## config.mk

```make
export PLATFORM = sky130hd
export DESIGN_NAME = eight_bit_alu_with_flags_core_flat
export DESIGN_NICKNAME = d
export VERILOG_FILES = /design/src/sv/ebalu_pkg.sv /design/src/sv/ebalu_if.sv /design/src/sv/eight_bit_alu_with_flags_core.sv /design/src/sv/ebalu_regfile.sv /design/src/sv/ebalu_exec.sv /design/src/flat_wrapper.sv
export SDC_FILE = /design/constraint.sdc
export NUM_CORES = 1
export LEC_CHECK = 0
export BUFFER_PORTS_ARGS = -buffer_cell sky130_fd_sc_hd__buf_4
export CORE_MARGIN = 2
export CORE_UTILIZATION = 60
export CTS_BUF_LIST = sky130_fd_sc_hd__clkbuf_4 sky130_fd_sc_hd__clkbuf_8
export CTS_CLUSTER_SIZE = 16
export DETAILED_ROUTE_END_ITERATION = 12
export MAX_ROUTING_LAYER = met4
export PLACE_DENSITY = 0.8
export SKIP_LAST_GASP = 1
export SYNTH_ARGS = -nofsm -noshare
export SYNTH_HDL_FRONTEND = slang
export SYNTH_SLANG_ARGS = --single-unit
```

## constraint.sdc

```tcl
create_clock -name clk_i -period 5.67 [get_ports clk_i]
set_clock_uncertainty 0.1 [all_clocks]
set_input_delay 1.134 -clock clk_i [delete_from_list [all_inputs] [get_ports clk_i]]
set_output_delay 1.134 -clock clk_i [all_outputs]
set_load 0.02 [all_outputs]
```

## src/sv/ebalu_pkg.sv

```systemverilog
// ----------------------------------------------------------------------------
// ebalu_pkg
// Shared types and constants of the eight-bit ALU with flags.
// ----------------------------------------------------------------------------
`default_nettype none

package ebalu_pkg;

  localparam int unsigned REG_COUNT = 8;
  localparam int unsigned REG_AW    = $clog2(REG_COUNT);

  localparam logic [REG_AW-1:0] ACC_INDEX = REG_AW'(7);

  localparam int unsigned CMD_W  = 5;
  localparam int unsigned DATA_W = 8;
  localparam int unsigned BIT_W  = $clog2(DATA_W);

  typedef enum logic [CMD_W-1:0] {
    CMD_INC_REG = 5'd0,
    CMD_DEC_REG = 5'd1,
    CMD_INC_VAL = 5'd2,
    CMD_DEC_VAL = 5'd3,
    CMD_ADD_REG = 5'd4,
    CMD_LOAD    = 5'd5,
    CMD_COPY    = 5'd6,
    CMD_RL      = 5'd7,
    CMD_RR      = 5'd8,
    CMD_CPL     = 5'd9,
    CMD_ADD     = 5'd10,
    CMD_ADC     = 5'd11,
    CMD_SUB     = 5'd12,
    CMD_SBC     = 5'd13,
    CMD_CP      = 5'd14,
    CMD_AND     = 5'd15,
    CMD_XOR     = 5'd16,
    CMD_OR      = 5'd17,
    CMD_BIT     = 5'd18,
    CMD_RES     = 5'd19,
    CMD_SET     = 5'd20,
    CMD_SCF     = 5'd21,
    CMD_CCF     = 5'd22,
    CMD_CLEAR   = 5'd23
  } cmd_e;

  typedef struct packed {
    logic z;
    logic n;
    logic h;
    logic c;
  } flags_t;

  // One operation as held in the execute stage
  typedef struct packed {
    logic [CMD_W-1:0]  cmd;
    logic [REG_AW-1:0] rid;
    logic [DATA_W-1:0] opd;
    logic [BIT_W-1:0]  bidx;
    logic              circ;
  } item_t;

  typedef struct packed {
    logic              en;
    logic [REG_AW-1:0] addr;
    logic [DATA_W-1:0] data;
  } wr_req_t;

endpackage

`default_nettype wire

```

## src/sv/ebalu_if.sv

```systemverilog
// ----------------------------------------------------------------------------
// ebalu_if
// Valid/ready channels for operations in and flag/result items out.
// ----------------------------------------------------------------------------
`default_nettype none

interface ebalu_in_if;
  logic       valid;
  logic       ready;
  logic [4:0] command;
  logic [2:0] reg_id;
  logic [2:0] src_reg_id;
  logic [7:0] operand;
  logic [2:0] bit_index;
  logic       circular;

  modport source (
    output valid, command, reg_id, src_reg_id, operand, bit_index, circular,
    input  ready
  );
  modport sink (
    input  valid, command, reg_id, src_reg_id, operand, bit_index, circular,
    output ready
  );
endinterface

interface ebalu_out_if;
  logic       valid;
  logic       ready;
  logic [7:0] result;
  logic       zero_bit;
  logic       subtract_flag;
  logic       half_carry_bit;
  logic       carry_bit;

  modport source (
    output valid, result, zero_bit, subtract_flag, half_carry_bit, carry_bit,
    input  ready
  );
  modport sink (
    input  valid, result, zero_bit, subtract_flag, half_carry_bit, carry_bit,
    output ready
  );
endinterface

`default_nettype wire

```

## src/sv/eight_bit_alu_with_flags_core.sv

```systemverilog
// ----------------------------------------------------------------------------
// eight_bit_alu_with_flags_core
// Eight-bit CPU ALU with register file, Z/N/H/C flags and last result.
// ----------------------------------------------------------------------------
// Each transfer on item_i carries one operation. The block reads its source
// register (or the copy source) and the accumulator while taking the
// transfer into the execute register, runs the operation in one pass, and
// updates the register file, flags and last-result byte at the edge that
// hands the new result and flags to the output register. Throughput is one
// operation per cycle unless res_o stalls. Operations may follow each other
// back to back: a register written by one operation is bypassed to the read
// of the next. Unused command codes change nothing and return the current
// result and flags.
// ----------------------------------------------------------------------------
`default_nettype none

module eight_bit_alu_with_flags_core (
  input  wire         clk_i,
  input  wire         rst_ni,
  ebalu_in_if.sink    item_i,
  ebalu_out_if.source res_o
);

  logic                          stg_valid_q;
  logic                          stg_valid_d;
  ebalu_pkg::item_t              stg_q;
  logic                          out_valid_q;
  logic                          out_valid_d;
  ebalu_pkg::flags_t             flags_q;
  ebalu_pkg::flags_t             flags_d;
  logic [ebalu_pkg::DATA_W-1:0]  last_q;
  logic [ebalu_pkg::DATA_W-1:0]  last_d;
  logic                          adv;
  logic                          in_xfer;
  logic [ebalu_pkg::REG_AW-1:0]  rd_addr;
  logic [ebalu_pkg::DATA_W-1:0]  reg_val;
  logic [ebalu_pkg::DATA_W-1:0]  acc_val;
  ebalu_pkg::wr_req_t            exec_wr;
  ebalu_pkg::wr_req_t            rf_wr;

  assign adv          = stg_valid_q && (!out_valid_q || res_o.ready);
  assign item_i.ready = !stg_valid_q || adv;
  assign in_xfer      = item_i.valid && item_i.ready;

  assign rd_addr = (ebalu_pkg::cmd_e'(item_i.command) == ebalu_pkg::CMD_COPY)
                   ? item_i.src_reg_id : item_i.reg_id;

  ebalu_regfile u_regfile (
    .clk_i     (clk_i),
    .rst_ni    (rst_ni),
    .rd_en_i   (in_xfer),
    .rd_addr_i (rd_addr),
    .wr_i      (rf_wr),
    .rd_data_o (reg_val),
    .acc_o     (acc_val)
  );

  ebalu_exec u_exec (
    .item_i    (stg_q),
    .reg_val_i (reg_val),
    .acc_i     (acc_val),
    .flags_i   (flags_q),
    .last_i    (last_q),
    .flags_o   (flags_d),
    .last_o    (last_d),
    .wr_o      (exec_wr)
  );

  always_comb begin
    rf_wr    = exec_wr;
    rf_wr.en = exec_wr.en && adv;
  end

  always_comb begin
    if (in_xfer) begin
      stg_valid_d = 1'b1;
    end else if (adv) begin
      stg_valid_d = 1'b0;
    end else begin
      stg_valid_d = stg_valid_q;
    end
    if (adv) begin
      out_valid_d = 1'b1;
    end else if (res_o.ready) begin
      out_valid_d = 1'b0;
    end else begin
      out_valid_d = out_valid_q;
    end
  end

  always_ff @(posedge clk_i or negedge rst_ni) begin
    if (!rst_ni) begin
      stg_valid_q <= 1'b0;
      out_valid_q <= 1'b0;
      flags_q     <= '0;
      last_q      <= '0;
    end else begin
      stg_valid_q <= stg_valid_d;
      out_valid_q <= out_valid_d;
      if (adv) begin
        flags_q <= flags_d;
        last_q  <= last_d;
      end
    end
  end

  always_ff @(posedge clk_i) begin
    if (in_xfer) begin
      stg_q <= '{cmd:  item_i.command,
                 rid:  item_i.reg_id,
                 opd:  item_i.operand,
                 bidx: item_i.bit_index,
                 circ: item_i.circular};
    end
  end

  // last result and flags only move on an advance, so they form the output
  // register together with out_valid_q
  assign res_o.valid          = out_valid_q;
  assign res_o.result         = last_q;
  assign res_o.zero_bit       = flags_q.z;
  assign res_o.subtract_flag  = flags_q.n;
  assign res_o.half_carry_bit = flags_q.h;
  assign res_o.carry_bit      = flags_q.c;

`ifndef SYNTH
  a_scf_sets_carry: assert property (@(posedge clk_i) disable iff (!rst_ni)
    adv && ebalu_pkg::cmd_e'(stg_q.cmd) == ebalu_pkg::CMD_SCF |=> flags_q.c)
    else $error("scf did not set carry");

  a_ccf_flips_carry: assert property (@(posedge clk_i) disable iff (!rst_ni)
    adv && ebalu_pkg::cmd_e'(stg_q.cmd) == ebalu_pkg::CMD_CCF
    |=> flags_q.c != $past(flags_q.c))
    else $error("ccf did not complement carry");

  a_load_keeps_state: assert property (@(posedge clk_i) disable iff (!rst_ni)
    adv && (ebalu_pkg::cmd_e'(stg_q.cmd) == ebalu_pkg::CMD_LOAD ||
            ebalu_pkg::cmd_e'(stg_q.cmd) == ebalu_pkg::CMD_COPY)
    |=> last_q == $past(last_q) && flags_q == $past(flags_q))
    else $error("load or copy changed result or flags");

  a_state_only_on_adv: assert property (@(posedge clk_i) disable iff (!rst_ni)
    !adv |=> $stable(last_q) && $stable(flags_q))
    else $error("state changed without an executed operation");

  a_empty_stage_ready: assert property (@(posedge clk_i) disable iff (!rst_ni)
    !stg_valid_q |-> item_i.ready)
    else $error("empty execute stage refused input");
`endif

endmodule

`default_nettype wire

```

## src/sv/ebalu_regfile.sv

```systemverilog
// ----------------------------------------------------------------------------
// ebalu_regfile
// Eight-entry byte register file, one write port, one addressed read port
// and an accumulator read port, both registered with write-first bypass.
// ----------------------------------------------------------------------------
`default_nettype none

module ebalu_regfile (
  input  wire                                 clk_i,
  input  wire                                 rst_ni,
  input  wire                                 rd_en_i,
  input  wire  [ebalu_pkg::REG_AW-1:0]        rd_addr_i,
  input  wire  ebalu_pkg::wr_req_t            wr_i,
  output logic [ebalu_pkg::DATA_W-1:0]        rd_data_o,
  output logic [ebalu_pkg::DATA_W-1:0]        acc_o
);

  logic [ebalu_pkg::DATA_W-1:0]    mem [ebalu_pkg::REG_COUNT];
  logic [ebalu_pkg::REG_COUNT-1:0] vld_q;
  logic [ebalu_pkg::DATA_W-1:0]    rd_data_q;
  logic [ebalu_pkg::DATA_W-1:0]    acc_q;

  always_ff @(posedge clk_i) begin
    if (wr_i.en) begin
      mem[wr_i.addr] <= wr_i.data;
    end
  end

  // entries read as zero until first written
  always_ff @(posedge clk_i or negedge rst_ni) begin
    if (!rst_ni) begin
      vld_q <= '0;
    end else if (wr_i.en) begin
      vld_q[wr_i.addr] <= 1'b1;
    end
  end

  always_ff @(posedge clk_i) begin
    if (rd_en_i) begin
      if (wr_i.en && wr_i.addr == rd_addr_i) begin
        rd_data_q <= wr_i.data;
      end else begin
        rd_data_q <= vld_q[rd_addr_i] ? mem[rd_addr_i] : '0;
      end
      if (wr_i.en && wr_i.addr == ebalu_pkg::ACC_INDEX) begin
        acc_q <= wr_i.data;
      end else begin
        acc_q <= vld_q[ebalu_pkg::ACC_INDEX] ? mem[ebalu_pkg::ACC_INDEX] : '0;
      end
    end
  end

  assign rd_data_o = rd_data_q;
  assign acc_o     = acc_q;

endmodule

`default_nettype wire

```

## src/sv/ebalu_exec.sv

```systemverilog
// ----------------------------------------------------------------------------
// ebalu_exec
// Single-pass datapath: computes the new result byte, flags and register
// write for one operation from the current state.
// ----------------------------------------------------------------------------
`default_nettype none

module ebalu_exec (
  input  wire  ebalu_pkg::item_t        item_i,
  input  wire  [ebalu_pkg::DATA_W-1:0]  reg_val_i,
  input  wire  [ebalu_pkg::DATA_W-1:0]  acc_i,
  input  wire  ebalu_pkg::flags_t       flags_i,
  input  wire  [ebalu_pkg::DATA_W-1:0]  last_i,
  output ebalu_pkg::flags_t             flags_o,
  output logic [ebalu_pkg::DATA_W-1:0]  last_o,
  output ebalu_pkg::wr_req_t            wr_o
);

  ebalu_pkg::cmd_e              cmd;
  logic [ebalu_pkg::DATA_W-1:0] inc_src;
  logic [ebalu_pkg::DATA_W-1:0] inc_res;
  logic [ebalu_pkg::DATA_W-1:0] dec_res;
  logic [ebalu_pkg::DATA_W-1:0] add_a;
  logic                         cy_in;
  logic [ebalu_pkg::DATA_W:0]   add9;
  logic [4:0]                   addh;
  logic [ebalu_pkg::DATA_W:0]   sub9;
  logic [4:0]                   subh;
  logic [ebalu_pkg::DATA_W-1:0] logic_res;
  logic [ebalu_pkg::DATA_W-1:0] bit_mask;
  logic [ebalu_pkg::DATA_W-1:0] rot_res;
  logic                         rot_c;

  assign cmd = ebalu_pkg::cmd_e'(item_i.cmd);

  always_comb begin
    inc_src = (cmd == ebalu_pkg::CMD_INC_REG || cmd == ebalu_pkg::CMD_DEC_REG)
              ? reg_val_i : item_i.opd;
    inc_res = inc_src + 8'd1;
    dec_res = inc_src - 8'd1;

    add_a = (cmd == ebalu_pkg::CMD_ADD_REG) ? reg_val_i : acc_i;
    cy_in = (cmd == ebalu_pkg::CMD_ADC || cmd == ebalu_pkg::CMD_SBC) ? flags_i.c : 1'b0;
    add9  = {1'b0, add_a} + {1'b0, item_i.opd} + {8'd0, cy_in};
    addh  = {1'b0, add_a[3:0]} + {1'b0, item_i.opd[3:0]} + {4'd0, cy_in};
    // borrow shows up as the extra top bit of the difference
    sub9  = {1'b0, acc_i} - {1'b0, item_i.opd} - {8'd0, cy_in};
    subh  = {1'b0, acc_i[3:0]} - {1'b0, item_i.opd[3:0]} - {4'd0, cy_in};

    unique case (cmd)
      ebalu_pkg::CMD_AND: logic_res = acc_i & item_i.opd;
      ebalu_pkg::CMD_XOR: logic_res = acc_i ^ item_i.opd;
      default:            logic_res = acc_i | item_i.opd;
    endcase

    bit_mask = 8'd1 << item_i.bidx;

    if (cmd == ebalu_pkg::CMD_RL) begin
      rot_res = {reg_val_i[6:0], item_i.circ ? reg_val_i[7] : flags_i.c};
      rot_c   = reg_val_i[7];
    end else begin
      rot_res = {item_i.circ ? reg_val_i[0] : flags_i.c, reg_val_i[7:1]};
      rot_c   = reg_val_i[0];
    end

    flags_o = flags_i;
    last_o  = last_i;
    wr_o    = '{en: 1'b0, addr: item_i.rid, data: reg_val_i};

    unique case (cmd)
      ebalu_pkg::CMD_INC_REG, ebalu_pkg::CMD_INC_VAL: begin
        last_o    = inc_res;
        flags_o.n = 1'b0;
        flags_o.h = (inc_src[3:0] == 4'hF);
        flags_o.z = (inc_res == '0);
        wr_o.en   = (cmd == ebalu_pkg::CMD_INC_REG);
        wr_o.data = inc_res;
      end
      ebalu_pkg::CMD_DEC_REG, ebalu_pkg::CMD_DEC_VAL: begin
        last_o    = dec_res;
        flags_o.n = 1'b1;
        flags_o.h = (inc_src[3:0] == 4'h0);
        flags_o.z = (dec_res == '0);
        wr_o.en   = (cmd == ebalu_pkg::CMD_DEC_REG);
        wr_o.data = dec_res;
      end
      ebalu_pkg::CMD_ADD_REG: begin
        last_o    = add9[7:0];
        flags_o.n = 1'b0;
        flags_o.h = addh[4];
        flags_o.c = add9[8];
        wr_o.en   = 1'b1;
        wr_o.data = add9[7:0];
      end
      ebalu_pkg::CMD_LOAD: begin
        wr_o.en   = 1'b1;
        wr_o.data = item_i.opd;
      end
      ebalu_pkg::CMD_COPY: begin
        // reg_val_i was read from the source register for this command
        wr_o.en   = 1'b1;
      end
      ebalu_pkg::CMD_RL, ebalu_pkg::CMD_RR: begin
        last_o    = rot_res;
        flags_o.c = rot_c;
        flags_o.h = 1'b0;
        flags_o.n = 1'b0;
        wr_o.en   = 1'b1;
        wr_o.data = rot_res;
      end
      ebalu_pkg::CMD_CPL: begin
        last_o    = ~reg_val_i;
        flags_o.h = 1'b1;
        flags_o.n = 1'b1;
        wr_o.en   = 1'b1;
        wr_o.data = ~reg_val_i;
      end
      ebalu_pkg::CMD_ADD, ebalu_pkg::CMD_ADC: begin
        last_o    = add9[7:0];
        flags_o.n = 1'b0;
        flags_o.h = addh[4];
        flags_o.c = add9[8];
        flags_o.z = (add9[7:0] == '0);
        wr_o      = '{en: 1'b1, addr: ebalu_pkg::ACC_INDEX, data: add9[7:0]};
      end
      ebalu_pkg::CMD_SUB, ebalu_pkg::CMD_SBC, ebalu_pkg::CMD_CP: begin
        last_o    = sub9[7:0];
        flags_o.n = 1'b1;
        flags_o.h = subh[4];
        flags_o.c = sub9[8];
        flags_o.z = (sub9[7:0] == '0);
        // compare leaves the accumulator alone
        wr_o      = '{en: (cmd != ebalu_pkg::CMD_CP), addr: ebalu_pkg::ACC_INDEX,
                      data: sub9[7:0]};
      end
      ebalu_pkg::CMD_AND, ebalu_pkg::CMD_XOR, ebalu_pkg::CMD_OR: begin
        last_o    = logic_res;
        flags_o.n = 1'b0;
        flags_o.h = (cmd == ebalu_pkg::CMD_AND);
        flags_o.c = 1'b0;
        flags_o.z = (logic_res == '0);
        wr_o      = '{en: 1'b1, addr: ebalu_pkg::ACC_INDEX, data: logic_res};
      end
      ebalu_pkg::CMD_BIT: begin
        last_o    = {7'd0, item_i.opd[item_i.bidx]};
        flags_o.h = 1'b1;
        flags_o.n = 1'b0;
        flags_o.z = ~item_i.opd[item_i.bidx];
      end
      ebalu_pkg::CMD_RES: last_o = item_i.opd & ~bit_mask;
      ebalu_pkg::CMD_SET: last_o = item_i.opd | bit_mask;
      ebalu_pkg::CMD_SCF: begin
        flags_o.n = 1'b0;
        flags_o.h = 1'b0;
        flags_o.c = 1'b1;
      end
      ebalu_pkg::CMD_CCF: begin
        flags_o.n = 1'b0;
        flags_o.h = 1'b0;
        flags_o.c = ~flags_i.c;
      end
      ebalu_pkg::CMD_CLEAR: last_o = '0;
      default: ;
    endcase
  end

endmodule

`default_nettype wire
```

## src/flat_wrapper.sv

```systemverilog
// flat-port wrapper written by rule: the top's interface ports become plain ports
module eight_bit_alu_with_flags_core_flat 
  (clk_i, rst_ni, item_i_valid, item_i_command, item_i_reg_id, item_i_src_reg_id, item_i_operand, item_i_bit_index, item_i_circular, item_i_ready, res_o_valid, res_o_result, res_o_zero_bit, res_o_subtract_flag, res_o_half_carry_bit, res_o_carry_bit, res_o_ready);
  ebalu_in_if item_i_i ();
  ebalu_out_if res_o_i ();
  input  wire clk_i;
  input  wire rst_ni;
  input wire logic [$bits(item_i_i.valid)-1:0] item_i_valid;
  input wire logic [$bits(item_i_i.command)-1:0] item_i_command;
  input wire logic [$bits(item_i_i.reg_id)-1:0] item_i_reg_id;
  input wire logic [$bits(item_i_i.src_reg_id)-1:0] item_i_src_reg_id;
  input wire logic [$bits(item_i_i.operand)-1:0] item_i_operand;
  input wire logic [$bits(item_i_i.bit_index)-1:0] item_i_bit_index;
  input wire logic [$bits(item_i_i.circular)-1:0] item_i_circular;
  output wire logic [$bits(item_i_i.ready)-1:0] item_i_ready;
  output wire logic [$bits(res_o_i.valid)-1:0] res_o_valid;
  output wire logic [$bits(res_o_i.result)-1:0] res_o_result;
  output wire logic [$bits(res_o_i.zero_bit)-1:0] res_o_zero_bit;
  output wire logic [$bits(res_o_i.subtract_flag)-1:0] res_o_subtract_flag;
  output wire logic [$bits(res_o_i.half_carry_bit)-1:0] res_o_half_carry_bit;
  output wire logic [$bits(res_o_i.carry_bit)-1:0] res_o_carry_bit;
  input wire logic [$bits(res_o_i.ready)-1:0] res_o_ready;
  assign item_i_i.valid = item_i_valid;
  assign item_i_i.command = item_i_command;
  assign item_i_i.reg_id = item_i_reg_id;
  assign item_i_i.src_reg_id = item_i_src_reg_id;
  assign item_i_i.operand = item_i_operand;
  assign item_i_i.bit_index = item_i_bit_index;
  assign item_i_i.circular = item_i_circular;
  assign item_i_ready = item_i_i.ready;
  assign res_o_valid = res_o_i.valid;
  assign res_o_result = res_o_i.result;
  assign res_o_zero_bit = res_o_i.zero_bit;
  assign res_o_subtract_flag = res_o_i.subtract_flag;
  assign res_o_half_carry_bit = res_o_i.half_carry_bit;
  assign res_o_carry_bit = res_o_i.carry_bit;
  assign res_o_i.ready = res_o_ready;
  eight_bit_alu_with_flags_core u_core (.clk_i(clk_i), .rst_ni(rst_ni), .item_i(item_i_i), .res_o(res_o_i));
endmodule
```

# [Yosys cells after proc, flatten, opt, wreduce, memory -nomap -nowiden]
# Memories as Yosys holds them, arrays and structs flattened.
# Cells that the tools add are included.
# Widths: inputs -> output; s select.
[word_totals] word_cells=140 register_bits=58 input_bits=27 mem_bits_rw=64 output_inout_bits=14 mem_count=1
[op_classes] magnitude_cmp=4 n_bitwise=10 n_mux=32 n_addsub=10 n_eq_ne=28 reduce_logical=39 shifts=1
[mem_list] name="u_core.u_regfile.mem" depth=8 word_bits=8 read_ports=2 rd_ports_with_merged_regs=0 write_ports=1 line="ebalu_regfile.sv:18" source="logic [ebalu_pkg::DATA_W-1:0] mem [ebalu_pkg::REG_COUNT];"
[ops] op="$pmux 8 s11" count=1
[ops] op="$pmux 8 s8" count=1
[ops] op="$mux 8" count=7
[ops] op="$eq 5x4->1 const B" count=8
[ops] op="$eq 5x5->1 const B" count=8
[ops] op="$logic_not 8->1" count=5
[ops] op="$eq 5x3->1 const B" count=5
[ops] op="$or 8x8->8" count=3
[ops] op="$and 8x8->8" count=2
[ops] op="$not 8->8" count=2
[ops] op="$pmux 2 s8" count=1
[ops] op="$pmux 8 s2" count=1
[ops] op="$mux 1" count=13
[ops] op="$lt 3x4->1 const B" count=3
[ops] op="$pmux 1 s6" count=2
[ops] op="$reduce_bool 6->1" count=2
[ops] op="$reduce_bool 11->1" count=1
[ops] op="$reduce_or 11->1" count=1
[ops] op="$eq 5x2->1 const B" count=2
[ops] op="$add 8x8->9" count=1
[ops] op="$add 9x1->9" count=1
[ops] op="$reduce_or 3->1" count=3
[ops] op="$sub 8x8->9" count=1
[ops] op="$sub 9x1->9" count=1
[ops] op="30 further kinds" count=49

# [Depth between registers and ports, before layout]
# Gate-level depths: netlist (run 1).
[logic_depth] depth_word=8 depth_mapped=14 depth_no_buf=13

# [Modules after synthesis]
# Synthesis (run 1) repeated with hierarchy kept, for this count alone.
[unflattened] cells_unflattened=736 hier_area_um2=8154.1
[by_module_without_submodules] module="ebalu_regfile" area_per_inst_um2=3509.6 cells_each=193 seq_area_each_um2=2602.5 instances=1
[by_module_without_submodules] module="ebalu_exec" area_per_inst_um2=3393.3 cells_each=484 seq_area_each_um2=0.0 instances=1
[by_module_without_submodules] module="eight_bit_alu_with_flags_core" area_per_inst_um2=1251.2 cells_each=59 seq_area_each_um2=950.9 instances=1

# [Least setup slack after synthesis (run 1)]
# No wires, ideal clock.
[synth_timing] path_type="register -> register" from="register u_core.stg_q[16] (netlist name)" to="register u_core.u_regfile.rd_data_q (netlist bit u_core.u_regfile.rd_data_o[7]) (data pin)" period_less_slack_ns=4.085 t_required_ns=5.310 path_slack_ns=1.585 path_buffers=2 setup_time_ns=0.260 arrival_ns=3.725 path_stages_with_launch=14 path_cell_list="edfxtp_1 > clkbuf_1 > clkbuf_1 > xor2_1 > nand4_1 > fa_1 > ha_1 > o21ai_0 > a2111oi_0 > o21a_1 > nor3_1 > a2111oi_0 > a31oi_1 > mux2_2"
[synth_rtl] element="start, declared" line="eight_bit_alu_with_flags_core.sv:26" source="ebalu_pkg::item_t stg_q;"
[synth_rtl] element="start signal, assigned" line="eight_bit_alu_with_flags_core.sv:109" source="stg_q <= '{cmd: item_i.command,"
[synth_rtl] element="end signal, assigned" line="ebalu_regfile.sv:41" source="rd_data_q <= wr_i.data;"
[synth_rtl] element="end signal, assigned" line="ebalu_regfile.sv:43" source="rd_data_q <= vld_q[rd_addr_i] ? mem[rd_addr_i] : '0;"
[synth_rtl] element="end, declared" line="ebalu_regfile.sv:20" source="logic [ebalu_pkg::DATA_W-1:0] rd_data_q;"

==> run summary, run 1 <==
Post-synth EDFFs - 100
CP max stage delay - 790 ps
vias in the first global route - 6,290
Slew @ Worst Pin - 1500 ps
Seq/Total Area, Yosys - 44.4%
initial antenna violation count - 1
Synth top area share - 37.5%
Highest Signal Layer - met4
Post-Syn Area per Cell - 11.0 um^2
count of nets after finishing - 835
synth top area cells - edfxtp_1, dfrtp_1, ha_1
GRT Total Usage - 35.2%
Critical Path Start Type - flip-flop
H-tree levels - 4
CTS resizes - 0
IO Pins - 41
max cap viols - 1
CP max FO - 22
die width - 120 um
worst-skew pair later-pin latency - 450 ps
vias per cell - 6.88
Initial Util - 61.0%
syn nets - 801
global route total overflow - 0
crit-path leading delay family - compound AO/OA/AOI/OAI gates
Post-synth ARST share - 18.0%
Pleak - 3.44 nW
Clk Tree Root Cell - clkbuf_8
Yosys cell types - 71
crit share post-route - 86.4%
slowest CP cell - edfxtp_1
1st-iter DRT viols - 811
worst-case clock buffer depth - 2
cell taking the most area after synthesis - edfxtp_1
fin. max-slew vios - 1
CTS Hold Bufs - 0
flops & latches, synth - 122
Post-Place Setup Slack - 859 ps
Cell Pwr Density - 305 nW/um^2
failing checks - max-capacitance violations, max-slew violations
Port Buf Inserts - 40
DR pass1 iterations - 7
CTS tree - yes
Final ANT Viol Nets - 0
Synth Area in Simple Gates - 15.0%
Final Setup Violations - 0
Area Growth Syn to Fin - 11.2%
Post-Synth Adder-Cell Area - 7.25%
compound-gate portion of the synthesized area - 15.0%
Crit. End Element - flip-flop
commonest non-fill, non-tap cell in the layout - edfxtp_1
pin count of the biggest net entering global routing - 37
RSZ-0062 raised after global routing - false
wirelength, routed - 23,600 um
TritonCTS Buffers - 17
met2 routed wirelength - 11,600 um
row cnt - 42
Hold Vio Cnt, Final - 0
mux share of post-synthesis cell area - 11.5%
required time worst endpoint - 5760 ps
fin crit period - 4900 ps
most used cell, CP - fa_1
relative slew slack - -0.00114%
met3 wire len - 1820 um
Hold Crit Class - reg2reg
Total Negative Setup Slacks - 0 ps
commonest non-fill, non-tap cells in the layout - edfxtp_1, buf_4, nand2_1
dpl hpwl - 17,100 um
Synthesis Warnings - 0
Die H - 120 um
WL met1 - 9360 um
cells along the critical path - nor2_1 > buf_4 > nand3_1 > mux2i_1 > fa_1 > inv_1 > fa_1 > a21o_1 > a21oi_1 > xnor2_1 > a221oi_1 > o211ai_1 > nand2b_1 > mux2_2
share of layout cells above drive strength 1 - 19.3%
kind of critical path - reg2reg
Final Wtd Congestion - 0.991
core box area - 13,100 um^2
Synth Instances - 730
Worst-path clk slew - 70 ps
outcome - complete, but fails checks
Crit path buffers/inverters - 2
synthesized area - 8010 um^2
highest clock rate - 204 MHz
fraction of synthesized cell area in xor and xnor cells - 3.28%
CP arrival - 4990 ps
total power - 0.00272 W
Setup Fix Bufs, Post-CTS - 0
VDD IR max - 342 uV
ys flop type - edfxtp_1
TritonCTS sink count - 122
Routed WL per cell - 24.8 um
drc violations - 0
vias - 6,563
first-pass GRT wire length - 36,400 um
largest family of logic cells by synthesized area - compound AO/OA/AOI/OAI gates
die area - 14,300 um^2
final worst slack - 774 ps
[cell families after synthesis]
group | Yosys count
fa+ha+maj | 44
buf+inv | 76
compound gates | 165
flops | 122
xor+xnor | 30
simple gates | 230
mux | 63
[Yosys cell counts, types with 19 or more instances]
| library cell | n |
|---|---|
| nand2_1 | 49 |
| xnor2_1 | 22 |
| clkbuf_1 | 29 |
| ha_1 | 40 |
| edfxtp_1 | 100 |
| mux4_2 | 20 |
| mux2i_1 | 22 |
| inv_1 | 39 |
| dfrtp_1 | 22 |
| nor2_1 | 43 |
| nand3_1 | 30 |
| and3_1 | 19 |
| o21ai_0 | 37 |
| mux2_2 | 20 |
[layout make-up]
type                            instances  area (um^2)
Fill cell                             992         4230
Tap cell                              176          220
Antenna cell                            1         2.50
Clock inverter                          8          119
Inverter                               40          150
Multi-Input combinational cell        532         4170
Timing Repair Buffer                   51          383
Sequential cell                       122         3550
Clock buffer                           24          305
[power breakdown]
part	internal [W]	switching, W	leakage, nW
Sequential	0.00108	0.000107	1.19
Clock	0.000487	0.000342	0.224
Combinational	0.000290	0.000411	2.03
[per-layer routing]
layer  vias to the layer above  global-route usage (%)
li1                       2876                       -
met1                      3250                    44.6
met2                       368                    55.8
met3                        69                    7.27
met4                         0                    14.4
met5                         -                       -
[flip-flops by register name (all words and copies together), names as in the netlist]
name and cells:
u_core.u_regfile.acc_o 8, u_core.res_o.valid 1, u_core.u_regfile.rd_data_o 8, u_core.res_o.carry_bit 1
u_core.stg_q 20, u_core.res_o.zero_bit 1, u_core.u_regfile.vld_q 8, u_core.res_o.subtract_flag 1
u_core.res_o.result 8, u_core.res_o.half_carry_bit 1, u_core.stg_valid_q 1, u_core.u_regfile.mem 64
[final timing paths]
path | start | end | slack [ps] | cells past startpoint
max | u_core.stg_q[15] | u_core.u_regfile.rd_data_o[4] | 770 | 14
min | u_core.u_regfile.vld_q[3] | u_core.u_regfile.vld_q[3] | 390 | 1
max reg2reg | u_core.stg_q[15] | u_core.u_regfile.rd_data_o[4] | 770 | 14
min reg2reg | u_core.u_regfile.vld_q[3] | u_core.u_regfile.vld_q[3] | 390 | 1
max in group asynchronous | rst_ni | u_core.u_regfile.vld_q[7] | 4710 | 1
min in group asynchronous | rst_ni | u_core.u_regfile.vld_q[1] | 490 | 1
[stage by stage]
step	instances	hold WS, ps	cell area [um^2]	util (%)
3_5_place_dp	921	363	8480	64.5
6_report	954	387	8900	67.8
2_1_floorplan	730	334	8010	-
5_1_grt	954	393	8900	67.8
4_1_cts	953	383	8900	67.8
3_3_place_gp	921	349	8480	64.5
No activity file was read; power rests on OpenSTA's default activity.
==> inputs of run 2 (changes only) <==
--- a/config.mk
+++ b/config.mk
@@ -6,14 +6,18 @@
 export NUM_CORES = 1
 export LEC_CHECK = 0
 export BUFFER_PORTS_ARGS = -buffer_cell sky130_fd_sc_hd__buf_4
+export CAP_MARGIN = 5
+export CELL_PAD_IN_SITES_DETAIL_PLACEMENT = 1
+export CELL_PAD_IN_SITES_GLOBAL_PLACEMENT = 2
 export CORE_MARGIN = 2
-export CORE_UTILIZATION = 60
+export CORE_UTILIZATION = 43
 export CTS_BUF_LIST = sky130_fd_sc_hd__clkbuf_4 sky130_fd_sc_hd__clkbuf_8
 export CTS_CLUSTER_SIZE = 16
 export DETAILED_ROUTE_END_ITERATION = 12
 export MAX_ROUTING_LAYER = met4
-export PLACE_DENSITY = 0.8
+export PLACE_DENSITY = 0.84
 export SKIP_LAST_GASP = 1
 export SYNTH_ARGS = -nofsm -noshare
 export SYNTH_HDL_FRONTEND = slang
+export SYNTH_HIERARCHICAL = 1
 export SYNTH_SLANG_ARGS = --single-unit
==> run 2 against run 1 <==
- the run now ends clean
- core utilization decreased by 19 points
- via count is 4.0% lower
- worst hold slack got worse by 12 ps
- first-iteration DRC count shrank 40%
- clock power down 4.8%
- critical path depth decreased by 2
- sequential cell count is the same
- synthesized area up 1.8%
- sequential share of layout area shrank 0.47 points
==> run summary, run 2 <==
CP arrival - 4950 ps (-40 ps)
core box area - 18,600 um^2 (+42%)
hold path startpoint - u_core/u_regfile/vld_q[3]
highest clock rate - 206 MHz (+0.64%)
Clk Tree Root Cell - clkbuf_8
CTS Hold Bufs - 0 (unchanged)
Cell Pwr Density - 309 nW/um^2 (+1.3%)
Total Negative Setup Slacks - 0 ps (unchanged)
cell with the most instances after synthesis - edfxtp_1
TritonCTS sink count - 122 (unchanged)
cell taking the most area after synthesis - edfxtp_1
Final ANT Viol Nets - 0 (unchanged)
wirelength, routed - 25,700 um (+8.7%)
commonest non-fill, non-tap cells in the layout - edfxtp_1, nand2_1, buf_4
Regs by FF count - u_core/u_regfile/mem x64, u_core/stg_q x20
relative slew slack - 28.8% (+29 points)
kind of critical path - reg2reg
Critical Path Start Type - flip-flop
Reg2Reg Launch Point - u_core/stg_q[17]
pin count of the biggest net entering global routing - 37 (unchanged)
global route total overflow - 0 (unchanged)
worst hold slack - 374 ps (-12.4 ps)
Yosys cell types - 78 (+9.9%)
commonest non-fill, non-tap cell in the layout - edfxtp_1
Port Buf Inserts - 40 (unchanged)
Non-Filler Instances - 1,009 (+5.8%)
Synthesis Warnings - 6 (+6)
Area Growth Syn to Fin - 10.5%
FF-to-FF End - u_core/u_regfile/rd_data_o[5]
max cap viols - 0 (-1)
Final Wtd Congestion - 0.945 (-4.6%)
CTS resizes - 0 (unchanged)
first-pass GRT wire length - 39,300 um (+7.9%)
ys flop type - edfxtp_1
Final Setup Violations - 0 (unchanged)
Slew @ Worst Pin - 1060 ps (-432 ps)
worst-case clock buffer depth - 2 (unchanged)
vias - 6,299 (-4.0%)
Routed WL per cell - 25.5 um (+2.8%)
DR pass1 iterations - 5 (-2)
Initial Util - 43.7% (-17 points)
Post-synth EDFFs - 100 (unchanged)
TritonCTS Buffers - 17 (unchanged)
Synth top area share - 36.8% (-0.67 points)
1st-iter DRT viols - 489 (-40%)
Largest register FFs - 64 (unchanged)
vias per cell - 6.24 (-9.3%)
Hold Crit Depth - 1 (unchanged)
count of nets after finishing - 835 (unchanged)
flops & latches, synth - 122 (unchanged)
GRT Total Usage - 27.2% (-7.9 points)
outcome - complete, no violations
synth top area cells - edfxtp_1, dfrtp_1, ha_1
Synth Instances - 736 (+0.82%)
initial antenna violation count - 0 (-1)
fin. max-slew vios - 0 (-1)
Setup Fix Bufs, Post-CTS - 0 (unchanged)
synthesized area - 8150 um^2 (+1.8%)
Worst-path clk slew - 80 ps (about the same)
R2R setup slack - 800 ps (+30 ps)
Seq/Total Area, Yosys - 43.6% (-0.80 points)
Post-synth ARST share - 18.0% (unchanged)
die width - 142 um (+19%)
dpl hpwl - 18,700 um (+9.7%)
Post-Syn Area per Cell - 11.1 um^2 (+1.0%)
fin crit period - 4870 ps (-31.1 ps)
crit share post-route - 85.8% (-0.55 points)
drc violations - 0 (unchanged)
required time worst endpoint - 5760 ps (about the same)
H-tree levels - 4 (unchanged)
Pleak - 3.38 nW (-1.7%)
die area - 20,100 um^2 (+41%)
Crit. End Element - flip-flop
Hold Vio Cnt, Final - 0 (unchanged)
WHS Endpoint - u_core/u_regfile/vld_q[3]
most flop-heavy register - u_core/u_regfile/mem
share of layout cells above drive strength 1 - 20.0% (+0.69 points)
ANT cells - 0 (-1)
CP max FO - 17 (-23%)
r2r worst-path depth - 12 (-2)
RSZ-0062 raised after global routing - false
VDD IR max - 254 uV (-26%)
syn nets - 809 (+1.0%)
CTS tree - yes
total power - 0.00279 W (+2.5%)
vias in the first global route - 6,552 (+4.2%)
worst-skew pair later-pin latency - 450 ps (about the same)
IO Pins - 41 (unchanged)
Die H - 142 um (+19%)
Placed Cells - 977 (+6.1%)
row cnt - 50 (+19%)
Hold Crit Class - reg2reg
Synth top cells by count - edfxtp_1, nand2_1, nor2_1
## run 2: cell count changes after synthesis, sizes merged, moves of 12 or more
cell,change
nand2,+13
buf,+12
nand3,-12
a221o,+12
a21o,-13
and3,-15
## run 2: kinds of logic after synthesis
logic type	after synthesis	synth area share, %
AND/OR/NAND/NOR	225	14.6
AO/OA/AOI/OAI	155	13.4
flip-flops	122	43.6
buffers and inverters	85	4.82
multiplexers	70	12.7
adder cells (fa/ha/maj)	46	7.43
XOR/XNOR	33	3.54
## run 2: cell type report
type                       count  area [um^2]
fill                        1982         9630
multi-input combinational    529         4220
sequential                   122         3550
timing repair buffer          52          390
tap                          234          293
clock buffer                  19          262
inverter                      40          150
clock inverter                13          144
## run 2: metrics by stage
step	cell area (um^2)	setup slack, ps	utilization [%]
final	9010	805	48.3
after global routing	9010	472	48.3
after CTS	9010	854	48.3
after detailed placement	8600	905	46.2
after global placement	8600	1030	46.2
after floorplan	8150	1400	-
## run 2: critical path, stage by stage, from the launching register on
cell       delay (ps)
edfxtp_1          700
nand2b_1          330
or3_1             620
mux2_2            380
ha_1              260
nor2b_1           150
o2111a_1          250
a2111oi_0         500
xor2_1            330
o221ai_1          310
a221o_1           480
nand2_1           120
o21ai_1            70
## run 2: worst max path at each step
| stage | cells after the start | slack, ps | to | from |
|---|---|---|---|---|
| after global routing | 14 | 470 | u_core/u_regfile/acc_o[4] | u_core/stg_q[17] |
| after floorplan | 16 | 1400 | u_core/u_regfile/acc_o[6] | u_core/stg_q[15] |
| final | 12 | 800 | u_core/u_regfile/rd_data_o[5] | u_core/stg_q[17] |
| after CTS | 14 | 850 | u_core/u_regfile/acc_o[4] | u_core/stg_q[17] |
| after global placement | 12 | 1030 | u_core/u_regfile/acc_o[5] | u_core/stg_q[18] |
| after detailed placement | 14 | 910 | u_core/u_regfile/acc_o[4] | u_core/stg_q[17] |
## run 2: where the power goes
| part | total (W) | switching (W) | internal, W |
|---|---|---|---|
| Combinational | 0.000795 | 0.000460 | 0.000335 |
| Clock | 0.000789 | 0.000374 | 0.000415 |
| Sequential | 0.00120 | 0.000111 | 0.00109 |
## run 2: layer usage
metal	track usage, %	vias up	part of all wire, %
li1	-	2820	-
met1	33.3	3234	43
met2	45.5	182	50
met3	3.85	63	3.3
met4	11.6	0	3.8
met5	-	-	0
==> inputs of run 3 (changes only) <==
--- a/config.mk
+++ b/config.mk
@@ -5,17 +5,17 @@
 export SDC_FILE = /design/constraint.sdc
 export NUM_CORES = 1
 export LEC_CHECK = 0
-export BUFFER_PORTS_ARGS = -buffer_cell sky130_fd_sc_hd__buf_4
 export CAP_MARGIN = 5
 export CELL_PAD_IN_SITES_DETAIL_PLACEMENT = 1
 export CELL_PAD_IN_SITES_GLOBAL_PLACEMENT = 2
 export CORE_MARGIN = 2
-export CORE_UTILIZATION = 43
+export CORE_UTILIZATION = 45
 export CTS_BUF_LIST = sky130_fd_sc_hd__clkbuf_4 sky130_fd_sc_hd__clkbuf_8
 export CTS_CLUSTER_SIZE = 16
 export DETAILED_ROUTE_END_ITERATION = 12
+export DONT_BUFFER_PORTS = 1
 export MAX_ROUTING_LAYER = met4
-export PLACE_DENSITY = 0.84
+export PLACE_DENSITY = 0.85
 export SKIP_LAST_GASP = 1
 export SYNTH_ARGS = -nofsm -noshare
 export SYNTH_HDL_FRONTEND = slang
==> run 3 against run 2 <==
- count of clock-buffer cells in the layout is 1 lower
- worst hold slack worse by 100 ps
- largest cell class unchanged
- critical path depth is 2 higher
- first-iteration DRC count is 14% lower
- critical endpoint is now u_core/u_regfile/acc_o[6]
==> run summary, run 3 (same netlist as run 2, synthesis figures left out) <==
crit share post-route - 86.1% (+0.25 points)
Die H - 139 um (-2.2%)
slowest CP cell - edfxtp_1
final core utilization - 48.7% (+0.36 points)
CTS Hold Bufs - 0 (unchanged)
Total Negative Setup Slacks - 0 ps (unchanged)
TritonCTS Buffers - 17 (unchanged)
most flop-heavy register - u_core/u_regfile/mem
met3 wire len - 985 um (+17%)
global route total overflow - 0 (unchanged)
die area - 19,200 um^2 (-4.3%)
CP max stage delay - 710 ps (about the same)
Clk Tree Root Cell - clkbuf_8
Slew @ Worst Pin - 1180 ps (+120 ps)
part of the power in registers - 46.1% (+2.9 points)
Critical Path Start Type - flip-flop
H-tree levels - 4 (unchanged)
dpl hpwl - 18,500 um (-1.2%)
CP max FO - 17 (unchanged)
Pleak - 3.18 nW (-6.0%)
VDD IR max - 225 uV (-11%)
Routed WL per cell - 26.1 um (+2.5%)
worst-case clock buffer depth - 2 (unchanged)
core box area - 17,800 um^2 (-4.3%)
Regs by FF count - u_core/u_regfile/mem x64, u_core/stg_q x20
met2 routed wirelength - 12,800 um (-0.70%)
CP startpoint - u_core/stg_q[17]
highest clock rate - 205 MHz (-0.29%)
GRT Total Usage - 27.5% (+0.28 points)
Setup Fix Bufs, Post-CTS - 0 (unchanged)
Placed Cells - 929 (-4.9%)
IO Pins - 41 (unchanged)
Hold Crit Class - in2async
Hold Vio Cnt, Final - 0 (unchanged)
CTS resizes - 0 (unchanged)
TritonCTS sink count - 122 (unchanged)
share of layout cells above drive strength 1 - 15.4% (-4.6 points)
pin count of the biggest net entering global routing - 37 (unchanged)
combinational cell fraction of total power - 24.7% (-3.8 points)
Crit. End Element - flip-flop
commonest non-fill, non-tap cell in the layout - edfxtp_1
R2R setup slack - 790 ps (about the same)
Initial Util - 45.7% (+2.0 points)
die width - 139 um (-2.2%)
initial antenna violation count - 2 (+2)
Non-Filler Instances - 963 (-4.6%)
vias - 6,004 (-4.7%)
Cell Pwr Density - 313 nW/um^2 (+1.3%)
Area Growth Syn to Fin - 6.52%
outcome - complete, no violations
DR pass1 iterations - 5 (unchanged)
Reg2Reg Launch Point - u_core/stg_q[17]
Largest register FFs - 64 (unchanged)
Final Wtd Congestion - 0.967 (+2.3%)
CTS tree - yes
fin. max-slew vios - 0 (unchanged)
row cnt - 49 (-2.0%)
kind of critical path - reg2reg
Pint - 0.00178 W (-3.4%)
vias in the first global route - 6,316 (-3.6%)
required time worst endpoint - 5740 ps (-20 ps)
cells along the critical path - nand2b_1 > or3_1 > mux2i_1 > fa_1 > fa_1 > nand2b_1 > a21oi_1 > o31ai_1 > o311ai_0 > o221ai_1 > a21o_1 > a221o_1 > nand2_1 > o21ai_0
commonest non-fill, non-tap cells in the layout - edfxtp_1, nand2_1, nor2_1
CP arrival - 4950 ps (about the same)
1st-iter DRT viols - 420 (-14%)
Net Sw Power - 0.000942 W (-0.33%)
worst hold slack - 271 ps (-103 ps)
count of nets after finishing - 792 (-5.1%)
first-pass GRT wire length - 38,600 um (-1.7%)
Final ANT Viol Nets - 0 (unchanged)
wirelength, routed - 25,100 um (-2.1%)
FF-to-FF End - u_core/u_regfile/acc_o[6]
drc violations - 0 (unchanged)
max cap viols - 0 (unchanged)
RSZ-0062 raised after global routing - false
Port Buf Inserts - 0 (-100%)
clock share of power - 29.2% (+0.9 points)
fin crit period - 4880 ps (+14.1 ps)
Final Setup Violations - 0 (unchanged)
vias per cell - 6.23 (-0.13%)
worst-skew pair later-pin latency - 450 ps (about the same)
Highest Signal Layer - met4
FILL cells - 1,877 (-5.3%)
WL met1 - 10,600 um (-3.4%)
Worst-path clk slew - 90 ps (about the same)
r2r worst-path depth - 14 (+2)
Net Sw Frac - 34.6% (+0.71 points)
relative slew slack - 20.9% (-7.9 points)
-- run 3: changes by cell type in the layout (fill, tap and decap cells not counted) --
cell	previous run	this run
clkbuf_4	0	1
clkbuf_8	19	17
buf_4	52	9
and2_2	0	1
clkinv_4	4	2
and2_1	4	3
clkinvlp_4	4	3
inv_6	1	4
inv_8	0	2
diode_2	0	2
clkinv_2	2	1
-- run 3: metrics by stage --
| stage | total power (W) | setup WS [ps] | cell area (um^2) |
|---|---|---|---|
| final | 0.00272 | 791 | 8690 |
| after global routing | 0.00285 | 535 | 8690 |
| after CTS | 0.00273 | 871 | 8680 |
| after detailed placement | 0.00193 | 912 | 8280 |
| after global placement | 0.00191 | 1080 | 8280 |
| after floorplan | 0.00172 | 1400 | 8150 |
-- run 3: final cells by class --
| type | count | area, um^2 | share of cell area (%) |
|---|---|---|---|
| antenna | 2 | 5.00 | 0.0576 |
| clock buffer | 18 | 241 | 2.78 |
| clock inverter | 14 | 163 | 1.87 |
| inverter | 40 | 150 | 1.73 |
| multi-input combinational | 529 | 4220 | 48.6 |
| sequential | 122 | 3550 | 40.9 |
| tap | 229 | 287 | 3.30 |
| timing repair buffer | 9 | 67.6 | 0.778 |
-- run 3: power groups by stage --
stage	logic [W]	clock network [W]	registers [W]
2_1_floorplan	0.000524	0	0.00120
3_3_place_gp	0.000639	0	0.00127
3_5_place_dp	0.000658	0	0.00127
4_1_cts	0.000665	0.000814	0.00125
5_1_grt	0.000731	0.000853	0.00127
6_report	0.000673	0.000793	0.00125
-- run 3: critical path: cells and delay by family (launching register included) --
| family | cells | cell delay (ps) |
|---|---|---|
| compound gates | 7 | 1540 |
| simple gates | 4 | 1210 |
| fa+ha+maj | 2 | 850 |
| flops | 1 | 710 |
| mux | 1 | 210 |
-- run 3: worst max-delay path by stage --
stage / endpoint / slack (ps) / depth (start not counted)
floorplan: u_core/u_regfile/acc_o[6] / 1400 / 16
global placement: u_core/u_regfile/acc_o[4] / 1080 / 14
detailed placement: u_core/u_regfile/acc_o[6] / 910 / 14
CTS: u_core/u_regfile/acc_o[6] / 870 / 14
global route: u_core/u_regfile/acc_o[4] / 540 / 14
finish: u_core/u_regfile/acc_o[6] / 790 / 14
-- run 3: per-layer routing --
metal	vias up	track usage, %
met5	-	-
met4	0	10.6
met3	39	4.42
met2	160	46.2
met1	3078	33.6
li1	2727	-
